==> src/rtl/ica_pkg.sv <==
// Shared types, constants and the CORDIC angle table for the IMU attitude unit.
// Used by ica_ctrl, ica_dp, the top level and the checker; depends on nothing.
`default_nettype none
package ica_pkg;

    localparam int CORDIC_STEPS_DEF = 16;
    localparam int SMOOTH_FRAC_DEF  = 16;

    localparam int FIELD_W    = 16;
    localparam int ANG_W      = 40;
    localparam int ATN_W      = 34;
    localparam int CRD_W      = 36;
    localparam int MUL_A_W    = 41;
    localparam int MUL_B_W    = 18;
    localparam int PROD_W     = 59;
    localparam int SUM_W      = 60;
    localparam int CFG_IDX_W  = 3;
    localparam int CFG_DATA_W = 24;

    localparam logic [CFG_IDX_W-1:0] REG_ACCEL_WEIGHT = 3'd0;
    localparam logic [CFG_IDX_W-1:0] REG_GYRO_WEIGHT  = 3'd1;
    localparam logic [CFG_IDX_W-1:0] REG_GYRO_STEP    = 3'd2;
    localparam logic [CFG_IDX_W-1:0] REG_YAW_MODE     = 3'd3;
    localparam logic [CFG_IDX_W-1:0] REG_SLOW_COEF    = 3'd4;
    localparam logic [CFG_IDX_W-1:0] REG_FAST_COEF    = 3'd5;

    localparam logic [1:0] YAW_MODE_SLOW = 2'd1;
    localparam logic [1:0] YAW_MODE_FAST = 2'd2;

    localparam logic signed [MUL_B_W-1:0] CENTIDEG_HALF_TURN = 18'sd18000;

    typedef enum logic [3:0] {
        ST_IDLE, ST_CINIT, ST_CITER, ST_GMUL, ST_INNER, ST_WMUL, ST_BLEND,
        ST_CMUL, ST_HELD, ST_SMUL, ST_SACC, ST_SUPD, ST_SHELD, ST_DONE
    } t_state;

    typedef enum logic [1:0] {
        AX_PITCH, AX_ROLL, AX_YAW
    } t_axis;

    typedef enum logic [2:0] {
        MOP_NONE, MOP_GYRO, MOP_ACC, MOP_GW, MOP_CONV, MOP_SOLD, MOP_SNEW
    } t_mop;

    typedef enum logic [3:0] {
        ACT_NONE, ACT_LOAD, ACT_CINIT, ACT_CITER, ACT_INNER, ACT_ACC,
        ACT_BLEND, ACT_RANGE, ACT_HELD, ACT_SUPD, ACT_SHELD, ACT_OUT
    } t_act;

    typedef struct packed {
        t_mop  mop;
        t_act  act;
        t_axis axis;
    } t_cmd;

    typedef struct packed {
        logic cordic_last;
        logic yaw_off;
    } t_sts;

    // arctan(2^-i) in units of pi/2^31
    function automatic logic [29:0] atan_entry(input logic [4:0] idx);
        logic [29:0] v;
        case (idx)
            5'd0:  v = 30'h20000000;
            5'd1:  v = 30'h12E4051E;
            5'd2:  v = 30'h09FB385B;
            5'd3:  v = 30'h051111D4;
            5'd4:  v = 30'h028B0D43;
            5'd5:  v = 30'h0145D7E1;
            5'd6:  v = 30'h00A2F61E;
            5'd7:  v = 30'h00517C55;
            5'd8:  v = 30'h0028BE53;
            5'd9:  v = 30'h00145F2F;
            5'd10: v = 30'h000A2F98;
            5'd11: v = 30'h000517CC;
            5'd12: v = 30'h00028BE6;
            5'd13: v = 30'h000145F3;
            5'd14: v = 30'h0000A2FA;
            5'd15: v = 30'h0000517D;
            5'd16: v = 30'h000028BE;
            5'd17: v = 30'h0000145F;
            5'd18: v = 30'h00000A30;
            5'd19: v = 30'h00000518;
            5'd20: v = 30'h0000028C;
            5'd21: v = 30'h00000146;
            5'd22: v = 30'h000000A3;
            5'd23: v = 30'h00000051;
            5'd24: v = 30'h00000029;
            5'd25: v = 30'h00000014;
            5'd26: v = 30'h0000000A;
            5'd27: v = 30'h00000005;
            5'd28: v = 30'h00000003;
            5'd29: v = 30'h00000001;
            5'd30: v = 30'h00000001;
            default: v = 30'h00000000;
        endcase
        return v;
    endfunction

endpackage
`default_nettype wire

==> src/rtl/ica_ctrl.sv <==
// Sequencer for the IMU attitude unit: steps the datapath through CORDIC,
// blend, conversion and low-pass per axis, and owns both handshakes. Uses ica_pkg.
`default_nettype none
module ica_ctrl (
    input  wire logic          i_clk,
    input  wire logic          i_rst_n,
    input  wire logic          i_in_valid,
    output logic               o_in_stall,
    output logic               o_out_valid,
    input  wire logic          i_out_stall,
    input  wire ica_pkg::t_sts i_sts,
    output ica_pkg::t_cmd      o_cmd
);

    ica_pkg::t_state r_state, n_state;
    ica_pkg::t_axis  r_axis, n_axis;
    logic            r_ovalid, n_ovalid;
    logic            out_free;

    assign out_free    = !r_ovalid || !i_out_stall;
    assign o_in_stall  = (r_state != ica_pkg::ST_IDLE);
    assign o_out_valid = r_ovalid;

    always_ff @(posedge i_clk) begin
        if (!i_rst_n) begin
            r_state  <= ica_pkg::ST_IDLE;
            r_axis   <= ica_pkg::AX_PITCH;
            r_ovalid <= 1'b0;
        end else begin
            r_state  <= n_state;
            r_axis   <= n_axis;
            r_ovalid <= n_ovalid;
        end
    end

    // next state
    always_comb begin
        n_state  = r_state;
        n_axis   = r_axis;
        n_ovalid = r_ovalid && i_out_stall;
        case (r_state)
            ica_pkg::ST_IDLE: begin
                if (i_in_valid) begin
                    n_state = ica_pkg::ST_CINIT;
                    n_axis  = ica_pkg::AX_PITCH;
                end
            end
            ica_pkg::ST_CINIT: n_state = ica_pkg::ST_CITER;
            ica_pkg::ST_CITER: begin
                if (i_sts.cordic_last) n_state = ica_pkg::ST_GMUL;
            end
            ica_pkg::ST_GMUL:  n_state = ica_pkg::ST_INNER;
            ica_pkg::ST_INNER: begin
                // yaw has no accelerometer term
                n_state = (r_axis == ica_pkg::AX_YAW) ? ica_pkg::ST_CMUL : ica_pkg::ST_WMUL;
            end
            ica_pkg::ST_WMUL:  n_state = ica_pkg::ST_BLEND;
            ica_pkg::ST_BLEND: n_state = ica_pkg::ST_CMUL;
            ica_pkg::ST_CMUL:  n_state = ica_pkg::ST_HELD;
            ica_pkg::ST_HELD: begin
                case (r_axis)
                    ica_pkg::AX_PITCH: begin
                        n_state = ica_pkg::ST_CINIT;
                        n_axis  = ica_pkg::AX_ROLL;
                    end
                    ica_pkg::AX_ROLL: begin
                        n_state = ica_pkg::ST_GMUL;
                        n_axis  = ica_pkg::AX_YAW;
                    end
                    default: begin
                        n_state = ica_pkg::ST_SMUL;
                        n_axis  = ica_pkg::AX_PITCH;
                    end
                endcase
            end
            ica_pkg::ST_SMUL:  n_state = ica_pkg::ST_SACC;
            ica_pkg::ST_SACC:  n_state = ica_pkg::ST_SUPD;
            ica_pkg::ST_SUPD:  n_state = ica_pkg::ST_SHELD;
            ica_pkg::ST_SHELD: begin
                case (r_axis)
                    ica_pkg::AX_PITCH: begin
                        n_state = ica_pkg::ST_SMUL;
                        n_axis  = ica_pkg::AX_ROLL;
                    end
                    ica_pkg::AX_ROLL: begin
                        n_state = i_sts.yaw_off ? ica_pkg::ST_DONE : ica_pkg::ST_SMUL;
                        n_axis  = ica_pkg::AX_YAW;
                    end
                    default: n_state = ica_pkg::ST_DONE;
                endcase
            end
            ica_pkg::ST_DONE: begin
                // hold the word until the output register is free
                if (out_free) begin
                    n_state  = ica_pkg::ST_IDLE;
                    n_ovalid = 1'b1;
                end
            end
            default: n_state = ica_pkg::ST_IDLE;
        endcase
    end

    // command decode
    always_comb begin
        o_cmd.mop  = ica_pkg::MOP_NONE;
        o_cmd.act  = ica_pkg::ACT_NONE;
        o_cmd.axis = r_axis;
        case (r_state)
            ica_pkg::ST_IDLE: begin
                if (i_in_valid) o_cmd.act = ica_pkg::ACT_LOAD;
            end
            ica_pkg::ST_CINIT: o_cmd.act = ica_pkg::ACT_CINIT;
            ica_pkg::ST_CITER: o_cmd.act = ica_pkg::ACT_CITER;
            ica_pkg::ST_GMUL:  o_cmd.mop = ica_pkg::MOP_GYRO;
            ica_pkg::ST_INNER: begin
                o_cmd.act = ica_pkg::ACT_INNER;
                o_cmd.mop = ica_pkg::MOP_ACC;
            end
            ica_pkg::ST_WMUL: begin
                o_cmd.act = ica_pkg::ACT_ACC;
                o_cmd.mop = ica_pkg::MOP_GW;
            end
            ica_pkg::ST_BLEND: o_cmd.act = ica_pkg::ACT_BLEND;
            ica_pkg::ST_CMUL: begin
                o_cmd.act = ica_pkg::ACT_RANGE;
                o_cmd.mop = ica_pkg::MOP_CONV;
            end
            ica_pkg::ST_HELD:  o_cmd.act = ica_pkg::ACT_HELD;
            ica_pkg::ST_SMUL:  o_cmd.mop = ica_pkg::MOP_SOLD;
            ica_pkg::ST_SACC: begin
                o_cmd.act = ica_pkg::ACT_ACC;
                o_cmd.mop = ica_pkg::MOP_SNEW;
            end
            ica_pkg::ST_SUPD:  o_cmd.act = ica_pkg::ACT_SUPD;
            ica_pkg::ST_SHELD: o_cmd.act = ica_pkg::ACT_SHELD;
            ica_pkg::ST_DONE: begin
                if (out_free) o_cmd.act = ica_pkg::ACT_OUT;
            end
            default: o_cmd.act = ica_pkg::ACT_NONE;
        endcase
    end

endmodule
`default_nettype wire

==> src/rtl/ica_dp.sv <==
// Datapath of the IMU attitude unit: configuration registers, iterative CORDIC,
// one shared registered multiplier, angle/held/low-pass state and output register.
// Uses ica_pkg; driven by ica_ctrl commands.
`default_nettype none
module ica_dp #(
    parameter int CORDIC_STEPS     = ica_pkg::CORDIC_STEPS_DEF,
    parameter int SMOOTH_FRAC_BITS = ica_pkg::SMOOTH_FRAC_DEF
) (
    input  wire logic                                  i_clk,
    input  wire logic                                  i_rst_n,
    input  wire ica_pkg::t_cmd                         i_cmd,
    output ica_pkg::t_sts                              o_sts,
    input  wire logic                                  i_cfg_we,
    input  wire logic        [ica_pkg::CFG_IDX_W-1:0]  i_cfg_index,
    input  wire logic        [ica_pkg::CFG_DATA_W-1:0] i_cfg_data,
    input  wire logic signed [ica_pkg::FIELD_W-1:0]    i_accel_x,
    input  wire logic signed [ica_pkg::FIELD_W-1:0]    i_accel_y,
    input  wire logic signed [ica_pkg::FIELD_W-1:0]    i_accel_z,
    input  wire logic signed [ica_pkg::FIELD_W-1:0]    i_rate_x,
    input  wire logic signed [ica_pkg::FIELD_W-1:0]    i_rate_y,
    input  wire logic signed [ica_pkg::FIELD_W-1:0]    i_rate_z,
    output logic signed      [ica_pkg::FIELD_W-1:0]    o_pitch_centideg,
    output logic signed      [ica_pkg::FIELD_W-1:0]    o_roll_centideg,
    output logic signed      [ica_pkg::FIELD_W-1:0]    o_yaw_centideg
);

    localparam int CNT_W = $clog2(CORDIC_STEPS);
    localparam int AW    = ica_pkg::ANG_W;
    localparam int PW    = ica_pkg::PROD_W;
    localparam int SW    = ica_pkg::SUM_W;
    localparam logic signed [SW-1:0] SUM_MAX = 60'sd549755813887;
    localparam logic signed [SW-1:0] SUM_MIN = -SUM_MAX - 60'sd1;
    localparam logic signed [AW-1:0] ANG_HALF = 40'sd2147483648;

    function automatic logic signed [AW-1:0] sat40(input logic signed [SW-1:0] v);
        logic signed [AW-1:0] r;
        if (v > SUM_MAX)      r = SUM_MAX[AW-1:0];
        else if (v < SUM_MIN) r = SUM_MIN[AW-1:0];
        else                  r = v[AW-1:0];
        return r;
    endfunction

    // configuration
    logic [15:0] r_accel_weight, r_gyro_weight, r_slow_coef, r_fast_coef;
    logic [23:0] r_gyro_step;
    logic [1:0]  r_yaw_mode;

    // sample
    logic signed [15:0] r_ax, r_ay, r_az;
    logic signed [16:0] r_rp, r_rr, r_ry;

    // CORDIC
    logic signed [ica_pkg::CRD_W-1:0] r_cx, r_cy;
    logic signed [ica_pkg::ATN_W-1:0] r_cz;
    logic        [CNT_W-1:0]          r_ci;
    logic                             r_zero;

    // arithmetic
    logic signed [PW-1:0] r_prod, r_acc;
    logic signed [AW-1:0] r_inner;
    logic                 r_inr;

    // state
    logic signed [AW-1:0] r_ang  [3];
    logic signed [15:0]   r_held [3];
    logic signed [31:0]   r_sm   [3];

    logic signed [15:0] r_out_p, r_out_r, r_out_y;

    // combinational helpers
    logic signed [ica_pkg::MUL_A_W-1:0] mul_a;
    logic signed [ica_pkg::MUL_B_W-1:0] mul_b;
    logic signed [16:0]                 rate_sel;
    logic [15:0]                        coef_sel;
    logic signed [ica_pkg::ATN_W-1:0]   atn;
    logic signed [AW-1:0]               ang_sel;
    logic signed [31:0]                 sm_sel;
    logic signed [15:0]                 held_sel;
    logic signed [SW-1:0]               sum_wide, sum_shift, inner_sum;
    logic signed [AW-1:0]               inner_sat;
    logic signed [ica_pkg::MUL_A_W-1:0] held_ext;
    logic signed [16:0]                 x0, y0;
    logic signed [ica_pkg::CRD_W-1:0]   xs, ys, xsh, ysh;
    logic signed [ica_pkg::ATN_W-1:0]   tab;
    logic signed [PW-1:0]               conv_adj;
    logic signed [32:0]                 sm_adj;
    logic                               is_yaw;

    assign is_yaw   = (i_cmd.axis == ica_pkg::AX_YAW);
    assign ang_sel  = r_ang[i_cmd.axis];
    assign sm_sel   = r_sm[i_cmd.axis];
    assign held_sel = r_held[i_cmd.axis];
    assign atn      = r_zero ? '0 : r_cz;

    assign o_sts.cordic_last = (r_ci == CNT_W'(CORDIC_STEPS - 1));
    assign o_sts.yaw_off     = (r_yaw_mode != ica_pkg::YAW_MODE_SLOW) &&
                               (r_yaw_mode != ica_pkg::YAW_MODE_FAST);

    always_comb begin
        case (i_cmd.axis)
            ica_pkg::AX_PITCH: rate_sel = r_rp;
            ica_pkg::AX_ROLL:  rate_sel = r_rr;
            default:           rate_sel = r_ry;
        endcase
        coef_sel = (is_yaw && r_yaw_mode == ica_pkg::YAW_MODE_SLOW) ? r_slow_coef : r_fast_coef;
    end

    // operand select for the shared multiplier
    always_comb begin
        held_ext = ica_pkg::MUL_A_W'(held_sel) <<< SMOOTH_FRAC_BITS;
        mul_a = '0;
        mul_b = '0;
        case (i_cmd.mop)
            ica_pkg::MOP_GYRO: begin
                mul_a = $signed({17'd0, r_gyro_step});
                mul_b = ica_pkg::MUL_B_W'(rate_sel);
            end
            ica_pkg::MOP_ACC: begin
                mul_a = ica_pkg::MUL_A_W'(atn);
                mul_b = $signed({2'b00, r_accel_weight});
            end
            ica_pkg::MOP_GW: begin
                mul_a = ica_pkg::MUL_A_W'(r_inner);
                mul_b = $signed({2'b00, r_gyro_weight});
            end
            ica_pkg::MOP_CONV: begin
                mul_a = ica_pkg::MUL_A_W'($signed(ang_sel[31:0]));
                mul_b = ica_pkg::CENTIDEG_HALF_TURN;
            end
            ica_pkg::MOP_SOLD: begin
                mul_a = ica_pkg::MUL_A_W'(sm_sel);
                mul_b = $signed({1'b0, 17'(17'd65536 - {1'b0, coef_sel})});
            end
            ica_pkg::MOP_SNEW: begin
                mul_a = held_ext;
                mul_b = $signed({2'b00, coef_sel});
            end
            default: begin
                mul_a = '0;
                mul_b = '0;
            end
        endcase
    end

    // adders, shifts and saturation
    always_comb begin
        sum_wide  = SW'(r_acc) + SW'(r_prod);
        sum_shift = sum_wide >>> 16;
        inner_sum = SW'(ang_sel) + SW'(r_prod);
        inner_sat = sat40(inner_sum);
        // truncate toward zero: bias negatives before the shift
        conv_adj  = r_prod[PW-1] ? (r_prod + PW'(64'h7FFF_FFFF)) : r_prod;
        sm_adj    = sm_sel[31] ? (33'(sm_sel) + 33'((64'd1 << SMOOTH_FRAC_BITS) - 64'd1))
                               : 33'(sm_sel);
        x0  = -17'(r_ax);
        y0  = (i_cmd.axis == ica_pkg::AX_PITCH) ? -17'(r_ay) : -17'(r_az);
        xs  = {ica_pkg::CRD_W'(x0)} <<< 16;
        ys  = {ica_pkg::CRD_W'(y0)} <<< 16;
        xsh = r_cx >>> r_ci;
        ysh = r_cy >>> r_ci;
        tab = ica_pkg::ATN_W'(ica_pkg::atan_entry(5'(r_ci)));
    end

    always_ff @(posedge i_clk) begin
        r_prod <= PW'(mul_a * mul_b);
    end

    always_ff @(posedge i_clk) begin
        if (!i_rst_n) begin
            r_accel_weight <= 16'd3277;
            r_gyro_weight  <= 16'd62259;
            r_gyro_step    <= 24'd8351;
            r_yaw_mode     <= 2'd0;
            r_slow_coef    <= 16'd8192;
            r_fast_coef    <= 16'd16384;
        end else if (i_cfg_we) begin
            case (i_cfg_index)
                ica_pkg::REG_ACCEL_WEIGHT: r_accel_weight <= i_cfg_data[15:0];
                ica_pkg::REG_GYRO_WEIGHT:  r_gyro_weight  <= i_cfg_data[15:0];
                ica_pkg::REG_GYRO_STEP:    r_gyro_step    <= i_cfg_data[23:0];
                ica_pkg::REG_YAW_MODE:     r_yaw_mode     <= i_cfg_data[1:0];
                ica_pkg::REG_SLOW_COEF:    r_slow_coef    <= i_cfg_data[15:0];
                ica_pkg::REG_FAST_COEF:    r_fast_coef    <= i_cfg_data[15:0];
                default: ;
            endcase
        end
    end

    always_ff @(posedge i_clk) begin
        if (!i_rst_n) begin
            for (int k = 0; k < 3; k++) begin
                r_ang[k]  <= '0;
                r_held[k] <= '0;
                r_sm[k]   <= '0;
            end
        end else begin
            case (i_cmd.act)
                ica_pkg::ACT_INNER: begin
                    if (is_yaw) r_ang[i_cmd.axis] <= inner_sat;
                end
                ica_pkg::ACT_BLEND: r_ang[i_cmd.axis] <= sat40(sum_shift);
                ica_pkg::ACT_HELD: begin
                    if (r_inr) r_held[i_cmd.axis] <= 16'(conv_adj >>> 31);
                end
                ica_pkg::ACT_SUPD:  r_sm[i_cmd.axis] <= sum_shift[31:0];
                ica_pkg::ACT_SHELD: r_held[i_cmd.axis] <= 16'(sm_adj >>> SMOOTH_FRAC_BITS);
                default: ;
            endcase
        end
    end

    always_ff @(posedge i_clk) begin
        case (i_cmd.act)
            ica_pkg::ACT_LOAD: begin
                r_ax <= i_accel_x;
                r_ay <= i_accel_y;
                r_az <= i_accel_z;
                r_rp <= -17'(i_rate_z);
                r_rr <= 17'(i_rate_y);
                // drop the gyro bias on negative x rates
                r_ry <= i_rate_x[15] ? (17'(i_rate_x) + 17'sd1) : 17'(i_rate_x);
            end
            ica_pkg::ACT_CINIT: begin
                r_zero <= (x0 == '0) && (y0 == '0);
                r_ci   <= '0;
                if (xs[ica_pkg::CRD_W-1]) begin
                    if (!ys[ica_pkg::CRD_W-1]) begin
                        r_cx <= ys;
                        r_cy <= -xs;
                        r_cz <= 34'sd1073741824;
                    end else begin
                        r_cx <= -ys;
                        r_cy <= xs;
                        r_cz <= -34'sd1073741824;
                    end
                end else begin
                    r_cx <= xs;
                    r_cy <= ys;
                    r_cz <= '0;
                end
            end
            ica_pkg::ACT_CITER: begin
                r_ci <= r_ci + CNT_W'(1);
                if (!r_cy[ica_pkg::CRD_W-1]) begin
                    r_cx <= r_cx + ysh;
                    r_cy <= r_cy - xsh;
                    r_cz <= r_cz + tab;
                end else begin
                    r_cx <= r_cx - ysh;
                    r_cy <= r_cy + xsh;
                    r_cz <= r_cz - tab;
                end
            end
            ica_pkg::ACT_INNER: r_inner <= inner_sat;
            ica_pkg::ACT_ACC:   r_acc   <= r_prod;
            ica_pkg::ACT_RANGE: r_inr   <= (ang_sel > -ANG_HALF) && (ang_sel < ANG_HALF);
            ica_pkg::ACT_OUT: begin
                r_out_p <= r_held[ica_pkg::AX_PITCH];
                r_out_r <= r_held[ica_pkg::AX_ROLL];
                r_out_y <= r_held[ica_pkg::AX_YAW];
            end
            default: ;
        endcase
    end

    assign o_pitch_centideg = r_out_p;
    assign o_roll_centideg  = r_out_r;
    assign o_yaw_centideg   = r_out_y;

endmodule
`default_nettype wire

==> src/rtl/imu_complementary_attitude_unit.sv <==
// Top level of the IMU complementary attitude unit: joins ica_ctrl and ica_dp.
// Uses ica_pkg.
`default_nettype none
// One sample in, one pitch/roll/yaw word out. The unit works on one sample at a
// time and returns to idle once the result is loaded, before the next sample is
// taken; the yaw low-pass stage is skipped when it is off. Two CORDIC atan2
// passes, one step per cycle, and the single shared 41x18 multiplier set the
// processing time. The result sits in an output register, so a new sample is
// taken while the previous word still waits to be read.
module imu_complementary_attitude_unit #(
    parameter int CORDIC_STEPS     = ica_pkg::CORDIC_STEPS_DEF,
    parameter int SMOOTH_FRAC_BITS = ica_pkg::SMOOTH_FRAC_DEF
) (
    input  wire logic                                  i_clk,
    input  wire logic                                  i_rst_n,
    input  wire logic                                  i_in_valid,
    output logic                                       o_in_stall,
    input  wire logic signed [ica_pkg::FIELD_W-1:0]    i_accel_x,
    input  wire logic signed [ica_pkg::FIELD_W-1:0]    i_accel_y,
    input  wire logic signed [ica_pkg::FIELD_W-1:0]    i_accel_z,
    input  wire logic signed [ica_pkg::FIELD_W-1:0]    i_rate_x,
    input  wire logic signed [ica_pkg::FIELD_W-1:0]    i_rate_y,
    input  wire logic signed [ica_pkg::FIELD_W-1:0]    i_rate_z,
    output logic                                       o_out_valid,
    input  wire logic                                  i_out_stall,
    output logic signed      [ica_pkg::FIELD_W-1:0]    o_pitch_centideg,
    output logic signed      [ica_pkg::FIELD_W-1:0]    o_roll_centideg,
    output logic signed      [ica_pkg::FIELD_W-1:0]    o_yaw_centideg,
    input  wire logic                                  i_cfg_we,
    input  wire logic        [ica_pkg::CFG_IDX_W-1:0]  i_cfg_index,
    input  wire logic        [ica_pkg::CFG_DATA_W-1:0] i_cfg_data
);

    ica_pkg::t_cmd cmd;
    ica_pkg::t_sts sts;

    ica_ctrl u_ctrl (
        .i_clk       (i_clk),
        .i_rst_n     (i_rst_n),
        .i_in_valid  (i_in_valid),
        .o_in_stall  (o_in_stall),
        .o_out_valid (o_out_valid),
        .i_out_stall (i_out_stall),
        .i_sts       (sts),
        .o_cmd       (cmd)
    );

    ica_dp #(
        .CORDIC_STEPS     (CORDIC_STEPS),
        .SMOOTH_FRAC_BITS (SMOOTH_FRAC_BITS)
    ) u_dp (
        .i_clk            (i_clk),
        .i_rst_n          (i_rst_n),
        .i_cmd            (cmd),
        .o_sts            (sts),
        .i_cfg_we         (i_cfg_we),
        .i_cfg_index      (i_cfg_index),
        .i_cfg_data       (i_cfg_data),
        .i_accel_x        (i_accel_x),
        .i_accel_y        (i_accel_y),
        .i_accel_z        (i_accel_z),
        .i_rate_x         (i_rate_x),
        .i_rate_y         (i_rate_y),
        .i_rate_z         (i_rate_z),
        .o_pitch_centideg (o_pitch_centideg),
        .o_roll_centideg  (o_roll_centideg),
        .o_yaw_centideg   (o_yaw_centideg)
    );

endmodule
`default_nettype wire

==> config.mk <==
export PLATFORM = sky130hd
export DESIGN_NAME = imu_complementary_attitude_unit
export DESIGN_NICKNAME = d
export VERILOG_FILES = /design/src/rtl/ica_pkg.sv /design/src/rtl/ica_ctrl.sv /design/src/rtl/ica_dp.sv /design/src/rtl/imu_complementary_attitude_unit.sv
export SDC_FILE = /design/constraint.sdc
export NUM_CORES = 2
export LEC_CHECK = 0
export BUFFER_PORTS_ARGS = -buffer_cell sky130_fd_sc_hd__buf_2
export CAP_MARGIN = 15
export CORE_MARGIN = 4
export CORE_UTILIZATION = 41
export CTS_BUF_LIST = sky130_fd_sc_hd__clkbuf_4
export DETAILED_ROUTE_END_ITERATION = 12
export MAX_ROUTING_LAYER = met4
export SLEW_MARGIN = 20
export SYNTH_ARGS = -nofsm -noshare
export SYNTH_HDL_FRONTEND = slang
export SYNTH_SLANG_ARGS = --single-unit
==> constraint.sdc <==
create_clock -name i_clk -period 9.7 [get_ports i_clk]
set_clock_uncertainty 0.15 [all_clocks]
set_input_delay 1.94 -clock i_clk [delete_from_list [all_inputs] [get_ports i_clk]]
set_output_delay 1.94 -clock i_clk [all_outputs]
set_load 0.01 [all_outputs]
==> results.yml <==
die:
  io_pins: 178
  start_util: 0.4116
  rows: 161
  core_area_sq_um: 192400
  die_h_um: 447.5
  die-area_sq_um: 200200
  die_w_um: 447.5
detailed_routing:
  wl_um: 270700
  firstDrtPassIters: 12
  wl_per_cell_um: 23.97
  drc: 2
  viasPerCell: 5.708
  drt-initial-drc-count: 6212
  detail-route-antenna-nets: 0
  vias: 64455
cts:
  cts_max_level: 4
  clockBufferDepth: 3
  clkTransAtPathRegs_ns: 0.07
  clk_latency_ns: 1.25
  numCtsBuffers: 235
  cts_tree: "done"
  clock_sinks: 897
  cts_root_buf: "clkbuf_4"
place:
  dp_hpwl_um: 211100
  place_area_sq_um: 84120
  place_inst: 10850
  gp_congestion: 0.9687
  port_buffers: 177
worst_setup_path:
  crit_path_max_fanout: 15
  cp.arrival_ns: 10.26
  criticalPathCategory: "reg2reg"
  cp-startpoint: "u_ctrl.r_state[3]"
  cp_slowest_cell: "a222oi_1"
  cp_common_cell: "fa_1"
  cp.required_ns: 10.64
  critical_path_buf_inv_count: 5
  cpPeakStageDelay_ns: 0.82
  cp-start-kind: "flip-flop"
  r2r_start: "u_ctrl.r_state[3]"
  critPathTopFamily: "compound AO/OA/AOI/OAI gates"
  worstSetupEndpointType: "flip-flop"
global_route:
  grt_pass1_vias: 64481
  grt_usage: 0.2764
  grt_max_degree: 74
  grt_pass1_wl_um: 405900
  grt_overflow: 0
  grt_antenna_before_repair: 29
synthesis:
  ys_seq_area_frac: 0.3164
  synth_top_area_cell: "edfxtp_1"
  yosysMostFrequentCell: "nand2_1"
  postSynthCellCount: 8265
  synthTopCellsByCount: "nand2_1 (1120), inv_1 (1033), nor2_1 (760)"
  synthTopCellsByArea: "edfxtp_1 (27%), fa_1 (17%), ha_1 (6.0%)"
  synth_top_area_share: 0.2689
  ys_types: 89
  syn_area_sq_um: 79180
  synthFlopType: "edfxtp_1"
  ys_ff_latch: 897
  synth.avg_cell_area_sq_um: 9.581
  ys_warn_count: 0
  synth_edf_count: 709
  async_flop_share: 0
  synth_nets: 9461
worst_hold_path:
  hold_start: "u_dp.r_held[2][3]"
  min-delay-path-class: "reg2reg"
timing:
  fin_hold_ws_ns: 0.2821
  max_freq_mhz: 107.4
  tightestPinTransition_ns: 1.090
  slew_violations: 0
  finalHoldViolations: 0
  fin_crit_sh: 0.9600
  min_period_ns: 9.312
  max_slew_margin: 0.2720
  rsz0062_at_grt: "false"
  setup_viol: 0
power:
  leakagePower_nw: 37.36
  power_density_nw_per_um2: 144.7
  total_power_mw: 12.64
  vdd_ir_drop_max_uv: 136.0
status:
  status: "complete, but fails checks"
  violations: "design-rule violations"
final_layout:
  drive_above_1_share: 0.1243
  design_area_sq_um: 87370
  instances_no_fill: 11292
  synthToLayoutAreaGrowth_pct: 10.34
  final_util: 0.4542
  nets: 9759
  nFillCells: 18465
flow_run:
  max_cap_violations: 0
[metal layers]
layer	GRT usage	part of all wire	vias up
li1	-	-	28912
met1	0.3489	0.40	32343
met2	0.4526	0.49	2666
met3	0.03531	0.068	534
met4	0.1111	0.047	0
met5	-	0	-
[metrics by stage]
| step | worst slack, ns | TNS [ns] |
|---|---|---|
| finish | 0.3875 | 0 |
| global route | 0.04454 | 0 |
| CTS | 0.1339 | 0 |
| detailed placement | -0.005643 | -0.005643 |
| global placement | 0.02564 | 0 |
| floorplan | 0.1316 | 0 |
[final cells by class]
class,count,area (sq um),share of cell area
clock buffer,357,2680,0.03067
multi-input combinational,5948,49080,0.5617
sequential,897,25060,0.2869
antenna,18,45.04,0.0005155
clock inverter,65,386.6,0.004425
inverter,1036,3891,0.04454
timing repair buffer,445,3067,0.03510
tap,2526,3161,0.03617
[kinds of logic after synthesis]
kind of cell               Yosys count  share of synthesized area
adders and majority gates         1068                     0.2342
and+or+nand+nor                   2657                     0.1480
xor gates and xnor gates           449                    0.04966
AOI/OAI and AO/OA                 1509                     0.1204
buffers and inverters             1420                    0.06924
DFF                                897                     0.3164
muxes                              265                    0.06205
[registers in the layout, summed over array words and instances (netlist names), 17 cells and up, named ones only]
register and flops:
u_dp.r_cz 34, u_dp.r_cy 36, u_dp.r_cx 36, u_dp.r_prod 59
u_dp.r_ry 17, u_dp.r_inner 40, u_dp.r_ang 160, u_dp.r_gyro_step 24
u_dp.r_held 64, u_dp.tab 30, u_dp.r_sm 128, u_dp.r_acc 59
u_dp.r_rp 17
[worst paths after layout]
kind,depth (start not counted),slack (ns),end
worst min register to register,0,0.28,o_yaw_centideg[3]
worst max register to register,29,0.39,u_dp.r_prod[58]
worst max-delay path,29,0.39,u_dp.r_prod[58]
worst min-delay path,0,0.28,o_yaw_centideg[3]
[cell usage in the layout (no fill, tap or decap), types with 32 or more instances in the layout]
master / Yosys / routed
clkbuf_4: 0 / 357
xor2_1: 170 / 169
or3_1: 32 / 32
mux2i_1: 72 / 69
a21boi_0: 84 / 84
nor2b_1: 70 / 69
and2_1: 76 / 75
ha_1: 378 / 378
o211ai_1: 40 / 40
buf_2: 18 / 176
mux4_1: 37 / 37
fa_1: 690 / 690
a31oi_1: 48 / 47
nand2_1: 1120 / 1112
clkinv_1: 3 / 45
o21ai_0: 326 / 321
and3_1: 67 / 65
mux4_2: 130 / 130
a211oi_1: 95 / 92
buf_4: 4 / 255
o21bai_1: 38 / 38
nor2_1: 760 / 750
nand3_1: 143 / 143
a21oi_1: 479 / 473
nand2b_1: 87 / 87
a222oi_1: 32 / 32
nor4_1: 59 / 56
inv_1: 1033 / 1032
edfxtp_1: 709 / 709
dfxtp_1: 188 / 184
xnor2_1: 279 / 279
nand4_1: 62 / 62
a21o_1: 116 / 116
o21a_1: 52 / 51
nor3_1: 109 / 100
[report_power, final]
part           switching [mW]  internal, mW
Combinational            2.72          1.77
Clock                    1.69          1.74
Sequential              0.261          4.46
Total                    4.67          7.97
[what timing repair did]
action	4_1_cts	5_1_grt
pin swaps	0	6
hold buffers	0	0
setup buffers	0	2
gates resized for setup	1	20
endpoints found under the hold margin	0	0
setup endpoints to repair	1	12
(Power assumes the default switching activity.)
